[src/sv/ptw_pkg.sv]
// Shared types, constants and helper functions for the page table walker.
`default_nettype none

package ptw_pkg;

  localparam int unsigned STORE_WORDS_DEFAULT = 4096;
  localparam int unsigned Q_DEPTH = 2;
  localparam int unsigned Q_AW = 1;
  localparam int unsigned SLOT_W = 45;
  localparam logic [63:0] ALL_ONES = '1;

  typedef enum logic {
    CMD_WRITE = 1'b0,
    CMD_WALK  = 1'b1
  } cmd_kind_t;

  typedef enum logic [1:0] {
    ST_OK      = 2'd0,
    ST_INVALID = 2'd1,
    ST_RANGE   = 2'd2
  } status_t;

  typedef struct packed {
    cmd_kind_t    kind;
    logic [11:0]  widx;
    logic [63:0]  wdata;
    logic [35:0]  root;
    logic [47:0]  va;
  } cmd_t;

  function automatic logic [8:0] va_index(input logic [47:0] va, input logic [1:0] level);
    logic [8:0] idx;
    case (level)
      2'd0: idx = va[47:39];
      2'd1: idx = va[38:30];
      2'd2: idx = va[29:21];
      default: idx = va[20:12];
    endcase
    return idx;
  endfunction

  function automatic logic [63:0] offset_mask(input logic [1:0] level);
    logic [63:0] mask;
    case (level)
      2'd0: mask = {25'd0, {39{1'b1}}};
      2'd1: mask = {34'd0, {30{1'b1}}};
      2'd2: mask = {43'd0, {21{1'b1}}};
      default: mask = {52'd0, {12{1'b1}}};
    endcase
    return mask;
  endfunction

endpackage

`default_nettype wire

[src/sv/ptw_fifo.sv]
// Two-entry command queue between the front end and the walk engine.
`default_nettype none

module ptw_fifo
  import ptw_pkg::*;
(
  input  wire logic clk,
  input  wire logic rst,
  input  wire logic push,
  input  wire cmd_t push_item,
  input  wire logic pop,
  output cmd_t      head,
  output logic      empty,
  output logic      full
);

  cmd_t             slots [Q_DEPTH];
  logic [Q_AW-1:0]  wr_ptr;
  logic [Q_AW-1:0]  rd_ptr;
  logic [Q_AW:0]    count;

  assign empty = (count == '0);
  assign full  = (count == (Q_AW+1)'(Q_DEPTH));
  assign head  = slots[rd_ptr];

  always_ff @(posedge clk) begin
    if (push) begin
      slots[wr_ptr] <= push_item;
    end
  end

  always_ff @(posedge clk) begin
    if (rst) begin
      wr_ptr <= '0;
      rd_ptr <= '0;
      count  <= '0;
    end else begin
      if (push) begin
        wr_ptr <= wr_ptr + 1'b1;
      end
      if (pop) begin
        rd_ptr <= rd_ptr + 1'b1;
      end
      if (push && !pop) begin
        count <= count + 1'b1;
      end else if (pop && !push) begin
        count <= count - 1'b1;
      end
    end
  end

endmodule

`default_nettype wire

[config.mk]
export PLATFORM = sky130hd
export DESIGN_NAME = ptw_fifo
export DESIGN_NICKNAME = d
export VERILOG_FILES = /design/src/sv/ptw_pkg.sv /design/src/sv/ptw_fifo.sv
export SDC_FILE = /design/constraint.sdc
export NUM_CORES = 1
export LEC_CHECK = 0
export ABC_AREA = 1
export BUFFER_PORTS_ARGS = -buffer_cell sky130_fd_sc_hd__buf_2
export CORE_MARGIN = 2
export CORE_UTILIZATION = 35
export DETAILED_ROUTE_END_ITERATION = 8
export PLACE_DENSITY = 0.6
export SETUP_SLACK_MARGIN = 0.5
export SLEW_MARGIN = 5
export SYNTH_ARGS = -nofsm -noshare
export SYNTH_HDL_FRONTEND = slang
export SYNTH_SLANG_ARGS = --single-unit
[constraint.sdc]
create_clock -name clk -period 10.8 [get_ports clk]
set_input_delay 1.08 -clock clk [delete_from_list [all_inputs] [get_ports clk]]
set_output_delay 1.08 -clock clk [all_outputs]
set_load 0.02 [all_outputs]
==> results.sh, run 1 <==
export IMPL_postSynthCellCount=534
export IMPL_fin_setup_tns_ps=0
export IMPL_slew_violations=0
export IMPL_synth_top_family_by_area="multiplexers"
export IMPL_start_util=0.354
export IMPL_p_leak_nw=5.92
export IMPL_fin_cells=1359
export IMPL_cts_tree="done"
export IMPL_skew_ps=16.2
export IMPL_end_kind="output port"
export IMPL_gp_congestion=0.717
export IMPL_synth_cell_area_um2=12200
export IMPL_grt_pass1_vias=6249
export IMPL_yosys_top_cells_area="edfxtp_1 79%, mux2_4 11%, mux2_2 6.6%"
export IMPL_drive_gt1_frac=0.597
export IMPL_synthTopCellsByCount="322 x edfxtp_1, 90 x mux2_4, 71 x mux2_2"
export IMPL_synthFlopType="edfxtp_1"
export IMPL_status="finished, final reports clean"
export IMPL_rr_worst_depth=3
export IMPL_ir_drop_uv=122
export IMPL_clock_latency_ps=510
export IMPL_cts_buffer_depth=3
export IMPL_p_per_area_nw_per_um2=193
export IMPL_clk_pin_slew_ps=60
export IMPL_slew_headroom=0.296
export IMPL_port_buffer_count=327
export IMPL_finalPower_mw=2.96
export IMPL_grt_max_degree=162
export IMPL_crit_top_cell="buf_4"
export IMPL_numCtsBuffers=36
export IMPL_p_sw_frac=0.226
export IMPL_cp_cell_sequence="buf_4 -> buf_4 -> mux2_2 -> buf_2"
export IMPL_crit_slowest_cell="buf_4"
export IMPL_gr_total_overflow=0
export IMPL_synth_simple_area_share=0.00502
export IMPL_postCtsSetupBuffers=0
export IMPL_clockPowerShare=0.377
export IMPL_die_area_um2=36400
export IMPL_arrival_ps=3720
export IMPL_ant_nets=0
export IMPL_postPlaceCellArea_um2=14300
export IMPL_vias=6089
export IMPL_yosys_warnings=0
export IMPL_firstDrtPassIters=4
export IMPL_area_growth_pct=26.0
export IMPL_synth_nets=700
export IMPL_synth_compound_area_frac=0.000820
export IMPL_coreArea_um2=34500
export IMPL_hold_class="flip-flop to flip-flop"
export IMPL_vias_per_cell=4.48
export IMPL_setup_violations=0
export IMPL_drc_errors=0
export IMPL_ctsHoldBuffers=0
export IMPL_yosysSeqAreaShare=0.800
export IMPL_num_nets_final=1051
export IMPL_cp_required_ps=9720
export IMPL_synth_edf_count=322
export IMPL_pre_cts_ws_ps=6310
export IMPL_synth_xor_area_share=0.000718
export IMPL_synthMuxAreaShare=0.176
export IMPL_synth_top_area_share=0.792
export IMPL_path_class="flip-flop to output port"
export IMPL_maxCapViolations=0
export IMPL_num_rows=68
export IMPL_fin_crit_sh=0.445
export IMPL_gr_usage_all_layers=0.126
export IMPL_timing_fmax_ghz=0.208
export IMPL_rsz0062_at_grt="false"
export IMPL_async_reset_ff_frac=0
export IMPL_syn_avg_cell_area_um2=22.9
export IMPL_cpPeakStageDelay_ps=970
export IMPL_die_y_um=191
export IMPL_dp_hpwl_um=15000
export IMPL_synth_adder_area_share=0.00103
export IMPL_power_frac_seq=0.504
export IMPL_die_w_um=191
export IMPL_clkSinkCount=327
export IMPL_diodes=0
export IMPL_wirelength_um=23600
export IMPL_synth_top_area_cell="edfxtp_1"
export IMPL_synth_most_common_cell="edfxtp_1"
export IMPL_path_max_fanout=60
export IMPL_cts_resized=0
export IMPL_pwr_share_comb=0.118
export IMPL_p_sw_mw=0.671
export IMPL_ios=328
export IMPL_start_kind="flip-flop"
export IMPL_fin_area_um2=15400
export IMPL_cts_root_buffer="clkbuf_16"
export IMPL_hold_violations=0
export IMPL_layout_min_cycle_time_ps=4800
export IMPL_layout_setup_ws_ps=6000
export IMPL_antenna_found_initial=1
export IMPL_intPower_mw=2.29
export IMPL_place_inst=1302
export IMPL_htreeDepth=2
export IMPL_ys_seq_elements=327
export IMPL_wl_per_cell_um=17.4
export IMPL_tightestPinTransition_ps=1060
export IMPL_dr_first_iter_drc_count=238
export IMPL_synth_cell_types=16
export IMPL_worstHoldPathCells=2
export IMPL_grt_pass1_wl_um=34900
==> state kept, by name, indices dropped and copies added (netlist names), named ones only <==
signal  flops
slots     322
rd_ptr      1
count       2
wr_ptr      1
==> metrics by stage <==
| step | util | hold slack, ps |
|---|---|---|
| floorplan | - | 480 |
| global placement | 0.415 | 493 |
| detailed placement | 0.415 | 500 |
| CTS | 0.446 | 522 |
| global route | 0.446 | 584 |
| finish | 0.446 | 521 |
==> power by group through the flow <==
stage          logic, mW  registers (mW)  clock network [mW]
6_report           0.350            1.49                1.12
5_1_grt            0.375            1.50                1.21
4_1_cts            0.357            1.50                1.16
3_5_place_dp       0.356            1.52                   0
3_3_place_gp       0.353            1.52                   0
2_1_floorplan      0.242            1.52                   0
==> per-layer routing <==
layer	up-vias	wire, um	track usage	share of wire
met3	54	2090	0.0456	0.089
met5	-	13	0	0.00055
li1	2807	-	-	-
met2	237	11300	0.205	0.48
met1	2989	9440	0.150	0.40
met4	2	759	0.0537	0.032
==> area by class of cell <==
cell class                 count  area (um^2)
clock buffer                  42          945
multi-input combinational    180         2250
sequential                   327         9770
clock inverter                15          125
tap                          455          569
inverter                       9         38.8
timing repair buffer         331         1680
fill                        3088        19100
==> layout by cell type (no fill, tap or decap), types with 4 or more instances in the layout <==
cell type and n:
mux2_4 90, clkbuf_16 37, nand2_1 5, clkbuf_1 5, mux2_2 71, clkinv_1 7, inv_1 8, dfxtp_1 4
buf_2 327, nor2_1 6, edfxtp_1 322
==> worst paths after layout <==
kind / startpoint / slack (ps) / to
min: rd_ptr / 520 / rd_ptr
min reg2reg: rd_ptr / 520 / rd_ptr
max reg2reg: wr_ptr / 8250 / slots[1][119]
max: flip-flop / 6000 / head[140]
==> cells by family after synthesis <==
logic type                 after synthesis
AOI/OAI and AO/OA                        2
xor gates and xnor gates                 1
adders and majority gates                1
buffers and inverters                   27
DFF                                    327
muxes                                  161
and+or+nand+nor                         15
==> worst max-delay path: cells and delay by family, from the launching register on <==
kind	cells	cell delay, ps
flops	1	800
buf+inv	3	1940
mux	1	420
(Power assumes the default switching activity.)
==> run 2, diff against run 1 <==
--- a/config.mk
+++ b/config.mk
@@ -5,7 +5,7 @@
 export SDC_FILE = /design/constraint.sdc
 export NUM_CORES = 1
 export LEC_CHECK = 0
-export ABC_AREA = 1
+export ABC_AREA = 0
 export BUFFER_PORTS_ARGS = -buffer_cell sky130_fd_sc_hd__buf_2
 export CORE_MARGIN = 2
 export CORE_UTILIZATION = 35
==> constraint.sdc (replaced) <==
create_clock -name clk -period 4.6 [get_ports clk]
set_input_delay 0.46 -clock clk [delete_from_list [all_inputs] [get_ports clk]]
set_output_delay 0.46 -clock clk [all_outputs]
set_load 0.02 [all_outputs]
==> run 2 against run 1 <==
Effect of this change:
- hold slack worse by 390 ps
- sequential share of layout area is 0.30 points lower
- synthesized cell count is 2.1% lower
- critical path type unchanged
==> results.sh, run 2 <==
export IMPL_clkSinkCount=327
export IMPL_coreArea_um2=34400
export IMPL_yosys_top_cells_area="edfxtp_1 79%, mux2_4 11%, mux2_2 6.6%"
export IMPL_timing_rr_start="wr_ptr"
export IMPL_fin_crit_sh=0.615
export IMPL_ir_drop_uv=319
export IMPL_final_common_cell="buf_2"
export IMPL_cts_root_buffer="clkbuf_16"
export IMPL_grt_pass1_vias=6336
export IMPL_port_buffer_count=327
export IMPL_path_max_fanout=90
export IMPL_wirelength_um=24300
export IMPL_yosysSeqAreaShare=0.802
export IMPL_clock_latency_ps=520
export IMPL_top_register="slots"
export IMPL_gp_congestion=0.701
export IMPL_synth_cell_area_um2=12200
export IMPL_cp_required_ps=4140
export IMPL_hold_class="primary input to flip-flop"
export IMPL_p_sw_frac=0.232
export IMPL_p_per_area_nw_per_um2=459
export IMPL_num_rows=68
export IMPL_wl_per_cell_um=17.9
export IMPL_power_frac_seq=0.498
export IMPL_drive_gt1_frac=0.603
export IMPL_rr_worst_depth=2
export IMPL_setup_violations=0
export IMPL_gr_total_overflow=0
export IMPL_ctsHoldBuffers=0
export IMPL_fin_setup_tns_ps=0
export IMPL_die_y_um=191
export IMPL_slew_violations=0
export IMPL_ys_seq_elements=327
export IMPL_num_nets_final=1045
export IMPL_yosys_warnings=0
export IMPL_clockPowerShare=0.376
export IMPL_timing_fmax_ghz=0.354
export IMPL_ios=328
export IMPL_arrival_ps=2370
export IMPL_synthTopCellsByCount="322 x edfxtp_1, 90 x mux2_4, 71 x mux2_2"
export IMPL_gr_usage_all_layers=0.131
export IMPL_path_class="flip-flop to output port"
export IMPL_vias_per_cell=4.42
export IMPL_dp_hpwl_um=15800
export IMPL_vias=6016
export IMPL_die_area_um2=36300
export IMPL_slew_headroom=0.459
export IMPL_layout_min_cycle_time_ps=2830
export IMPL_layout_common_cells="327 x buf_2, 322 x edfxtp_1, 90 x mux2_4, 71 x mux2_2, 37 x clkbuf_16"
export IMPL_start_kind="flip-flop"
export IMPL_rsz0062_at_grt="false"
export IMPL_postPlaceCellArea_um2=14400
export IMPL_synth_cell_types=16
export IMPL_intPower_mw=5.45
export IMPL_clk_pin_slew_ps=60
export IMPL_ant_nets=0
export IMPL_hold_violations=0
export IMPL_synth_top_area_cell="edfxtp_1"
export IMPL_holdCritStartpoint="push_item[66]"
export IMPL_end_kind="output port"
export IMPL_reg_top3="slots (322), count (2)"
export IMPL_start_util=0.354
export IMPL_skew_ps=13.9
export IMPL_area_growth_pct=26.8
export IMPL_postSynthCellCount=523
export IMPL_syn_avg_cell_area_um2=23.3
export IMPL_synth_most_common_cell="edfxtp_1"
export IMPL_synth_edf_count=322
export IMPL_grt_pass1_wl_um=35800
export IMPL_pwr_share_comb=0.126
export IMPL_maxCapViolations=0
export IMPL_largest_reg_flops=322
export IMPL_grt_max_degree=91
export IMPL_postCtsSetupBuffers=0
export IMPL_antenna_found_initial=3
export IMPL_firstDrtPassIters=4
export IMPL_dr_first_iter_drc_count=283
export IMPL_cts_resized=0
export IMPL_synthFlopType="edfxtp_1"
export IMPL_p_sw_mw=1.65
export IMPL_cts_buffer_depth=3
export IMPL_status="finished, final reports clean"
export IMPL_numCtsBuffers=37
export IMPL_synth_nets=689
export IMPL_die_w_um=191
export IMPL_htreeDepth=2
export IMPL_tightestPinTransition_ps=812
export IMPL_worstHoldPathCells=1
export IMPL_cts_tree="done"
export IMPL_synth_top_area_share=0.794
export IMPL_async_reset_ff_frac=0
export IMPL_p_leak_nw=5.94
export IMPL_drc_errors=0
export IMPL_fin_area_um2=15500
[run 2: stage by stage]
stage	util	setup slack, ps	hold slack (ps)	std cells	power (mW)
CTS	0.450	1740	77.8	1359	7.22
global route	0.450	1670	90.9	1360	7.38
floorplan	-	1290	461	523	4.19
global placement	0.418	2290	485	1295	4.49
detailed placement	0.418	2310	505	1295	4.50
finish	0.450	1770	128	1360	7.10
[run 2: metal layers]
metal  global-route usage  part of all wire  routed length (um)  vias up
met1                0.154              0.40                9710     2931
li1                     -                 -                   -     2811
met2                0.213              0.49               11800      221
met3               0.0486             0.085                2060       49
met5                    0            0.0010                  25        -
met4               0.0590             0.028                 691        4
[run 2: path summary, 6_finish.rpt]
check,to,slack [ps]
min,slots[1][66],130
min reg2reg,count[1],510
max reg2reg,slots[1][54],2540
max,head[32],1770
[run 2: critical path, stage by stage, from the launching register on]
cell and delay, ps:
dfxtp_4 570, buf_12 450, mux2_2 420, buf_2 160
[run 2: cell type report]
cell class | instances | area [um^2]
sequential | 327 | 9770
timing repair buffer | 335 | 1750
multi-input combinational | 177 | 2260
clock inverter | 20 | 144
fill | 3070 | 18900
inverter | 1 | 3.75
tap | 455 | 569
clock buffer | 44 | 952
antenna | 1 | 2.50
[run 2: power groups by stage]
stage	clock network (mW)	registers [mW]	logic [mW]
after floorplan	0	3.58	0.603
after global placement	0	3.59	0.904
after detailed placement	0	3.59	0.909
after CTS	2.77	3.53	0.912
after global routing	2.88	3.55	0.956
final	2.67	3.53	0.894
[run 2: cell families after synthesis]
kind of cell / after synthesis / share of synthesized area
buf+inv: 19 / 0.0133
flops: 327 / 0.802
fa+ha+maj: 1 / 0.00103
simple gates: 9 / 0.00359
xor+xnor: 4 / 0.00288
compound gates: 2 / 0.000821
mux: 161 / 0.177
==> run 3, diff against run 2 <==
--- a/config.mk
+++ b/config.mk
@@ -10,7 +10,7 @@
 export CORE_MARGIN = 2
 export CORE_UTILIZATION = 35
 export DETAILED_ROUTE_END_ITERATION = 8
-export PLACE_DENSITY = 0.6
+export PLACE_DENSITY = 0.62
 export SETUP_SLACK_MARGIN = 0.5
 export SLEW_MARGIN = 5
 export SYNTH_ARGS = -nofsm -noshare
==> constraint.sdc (replaced) <==
create_clock -name clk -period 2.5 [get_ports clk]
set_input_delay 0.25 -clock clk [delete_from_list [all_inputs] [get_ports clk]]
set_output_delay 0.25 -clock clk [all_outputs]
set_load 0.02 [all_outputs]
==> run 3 against run 2 <==
Effect of this change:
- utilization increased by 8.0 points
- final cell count increased by 14%
- clock power increased by 87%
- register-to-register slack got worse by 1500 ps
- global-route usage increased by 1.2 points
- critical endpoint is now head[72]
- largest cell class unchanged
- clock skew decreased by 3.8 ps
- first-iteration DRC count decreased by 16%
- total power increased by 94%
- critical path type unchanged
- hold slack got worse by 90 ps
==> results.sh, run 3 (synthesis results as in run 2) <==
export IMPL_rrSetupSlack_ps=1000
export IMPL_num_rows=68
export IMPL_fin_crit_sh=0.818
export IMPL_whs_ps=37.3
export IMPL_p_sw_mw=3.19
export IMPL_arrival_ps=1790
export IMPL_start_util=0.354
export IMPL_dp_hpwl_um=16400
export IMPL_cts_buffer_depth=3
export IMPL_clockPowerShare=0.363
export IMPL_path_buf_inv=4
export IMPL_crit_path_end="head[72]"
export IMPL_wl_per_cell_um=17.9
export IMPL_path_class="flip-flop to output port"
export IMPL_clock_latency_ps=510
export IMPL_cp_required_ps=2250
export IMPL_slew_headroom=0.703
export IMPL_path_max_fanout=7
export IMPL_tightestPinTransition_ps=445
export IMPL_busiest_layer="met2"
export IMPL_ios=328
export IMPL_rr_worst_depth=2
export IMPL_clkSinkCount=327
export IMPL_rsz0062_at_grt="true"
export IMPL_cp_top_family="buffers and inverters"
export IMPL_vias=6916
export IMPL_final_common_cell="edfxtp_1"
export IMPL_htreeDepth=2
export IMPL_p_sw_frac=0.231
export IMPL_intPower_mw=10.6
export IMPL_timing_fmax_ghz=0.489
export IMPL_port_buffer_count=327
export IMPL_coreArea_um2=34400
export IMPL_place_inst=1303
export IMPL_gr_usage_all_layers=0.143
export IMPL_gp_congestion=0.727
export IMPL_slew_violations=0
export IMPL_reg_top3="slots (322), count (2)"
export IMPL_status="finished, final reports clean"
export IMPL_grt_pass1_vias=7549
export IMPL_cts_root_buffer="clkbuf_16"
export IMPL_wirelength_um=27900
export IMPL_top_register="slots"
export IMPL_hold_class="primary input to flip-flop"
export IMPL_largest_reg_flops=322
export IMPL_num_nets_final=1239
export IMPL_crit_slowest_cell="dfxtp_4"
export IMPL_p_per_area_nw_per_um2=758
export IMPL_skew_ps=10.1
export IMPL_power_frac_seq=0.471
export IMPL_setup_violations=0
export IMPL_die_y_um=191
export IMPL_cts_tree="done"
export IMPL_cpPeakStageDelay_ps=410
export IMPL_drc_errors=0
export IMPL_die_w_um=191
export IMPL_clk_pin_slew_ps=50
export IMPL_gr_total_overflow=0
export IMPL_die_area_um2=36300
export IMPL_fin_cells=1554
export IMPL_timing_rr_start="wr_ptr"
export IMPL_end_kind="output port"
export IMPL_layout_min_cycle_time_ps=2040
export IMPL_drive_gt1_frac=0.531
export IMPL_holdCritStartpoint="pop"
export IMPL_pwr_share_comb=0.167
export IMPL_rr_endpoint="slots[0][69]"
export IMPL_layout_common_cells="322 x edfxtp_1, 266 x buf_2, 162 x dlygate4sd3_1, 105 x mux2_4, 56 x mux2_2"
export IMPL_area_growth_pct=49.3
export IMPL_dr_first_iter_drc_count=237
export IMPL_vias_per_cell=4.45
export IMPL_fin_setup_tns_ps=0
export IMPL_maxCapViolations=0
export IMPL_firstDrtPassIters=4
export IMPL_grt_pass1_wl_um=40000
export IMPL_cp_cell_sequence="buf_16 -> buf_12 -> clkbuf_16 -> mux2_4 -> buf_6"
export IMPL_ant_nets=0
export IMPL_ir_drop_uv=699
export IMPL_crit_cells=5
export IMPL_numCtsBuffers=36
export IMPL_grtUsageMet2=0.250
export IMPL_gr_usage_met1=0.164
export IMPL_hold_violations=0
export IMPL_start_kind="flip-flop"
export IMPL_fillerInstances=2776
export IMPL_grt_max_degree=72
export IMPL_gr_usage_met3=0.0447
export IMPL_antenna_found_initial=3
export IMPL_p_leak_nw=7.12
run 3: power by group through the flow:
stage	Sequential, mW	Clock, mW	Combinational, mW
final	6.49	5.00	2.30
after global routing	6.51	5.38	2.44
after CTS	6.49	5.15	2.07
after detailed placement	6.60	0	1.72
after global placement	6.59	0	1.71
after floorplan	6.59	0	1.11
run 3: worst min-delay path by stage:
stage	cells past startpoint	endpoint
3_3_place_gp	1	slots[0][44]
5_1_grt	3	rd_ptr
6_report	3	rd_ptr
2_1_floorplan	1	wr_ptr
3_5_place_dp	1	slots[1][41]
4_1_cts	3	rd_ptr
run 3: layer usage:
metal	vias up	wire length (um)
li1	3192	-
met5	-	0
met4	0	667
met2	255	14200
met1	3420	10800
met3	49	2130
run 3: per-stage QoR:
step	util	worst slack (ps)	power, mW	cell area (um^2)
after floorplan	-	-632	7.70	12200
after global placement	0.422	795	8.30	14500
after detailed placement	0.422	771	8.32	14500
after CTS	0.510	402	13.7	17500
after global routing	0.529	397	14.3	18200
final	0.529	456	13.8	18200
run 3: worst register-to-register path, stage by stage, from the launching register on:
cell and delay [ps]:
dfxtp_2 340, nor2b_4 330, buf_12 390
run 3: area by class of cell:
class | instances | area (um^2) | area share
flip-flops and latches | 327 | 9770 | 0.537
repair buffers | 530 | 4410 | 0.242
multi-input cells | 177 | 2320 | 0.127
clock buffers | 44 | 952 | 0.0523
well taps | 455 | 569 | 0.0313
clock inverters | 17 | 160 | 0.00880
diodes | 3 | 7.51 | 0.000413
inverters | 1 | 3.75 | 0.000206
run 3: timing repair:
item,CTS,global route
buffers inserted,12,0
hold buffers,162,0
hold endpoints to repair,327,0
endpoints found under the setup margin,149,142
resized for setup,23,138
gates cloned,3,10
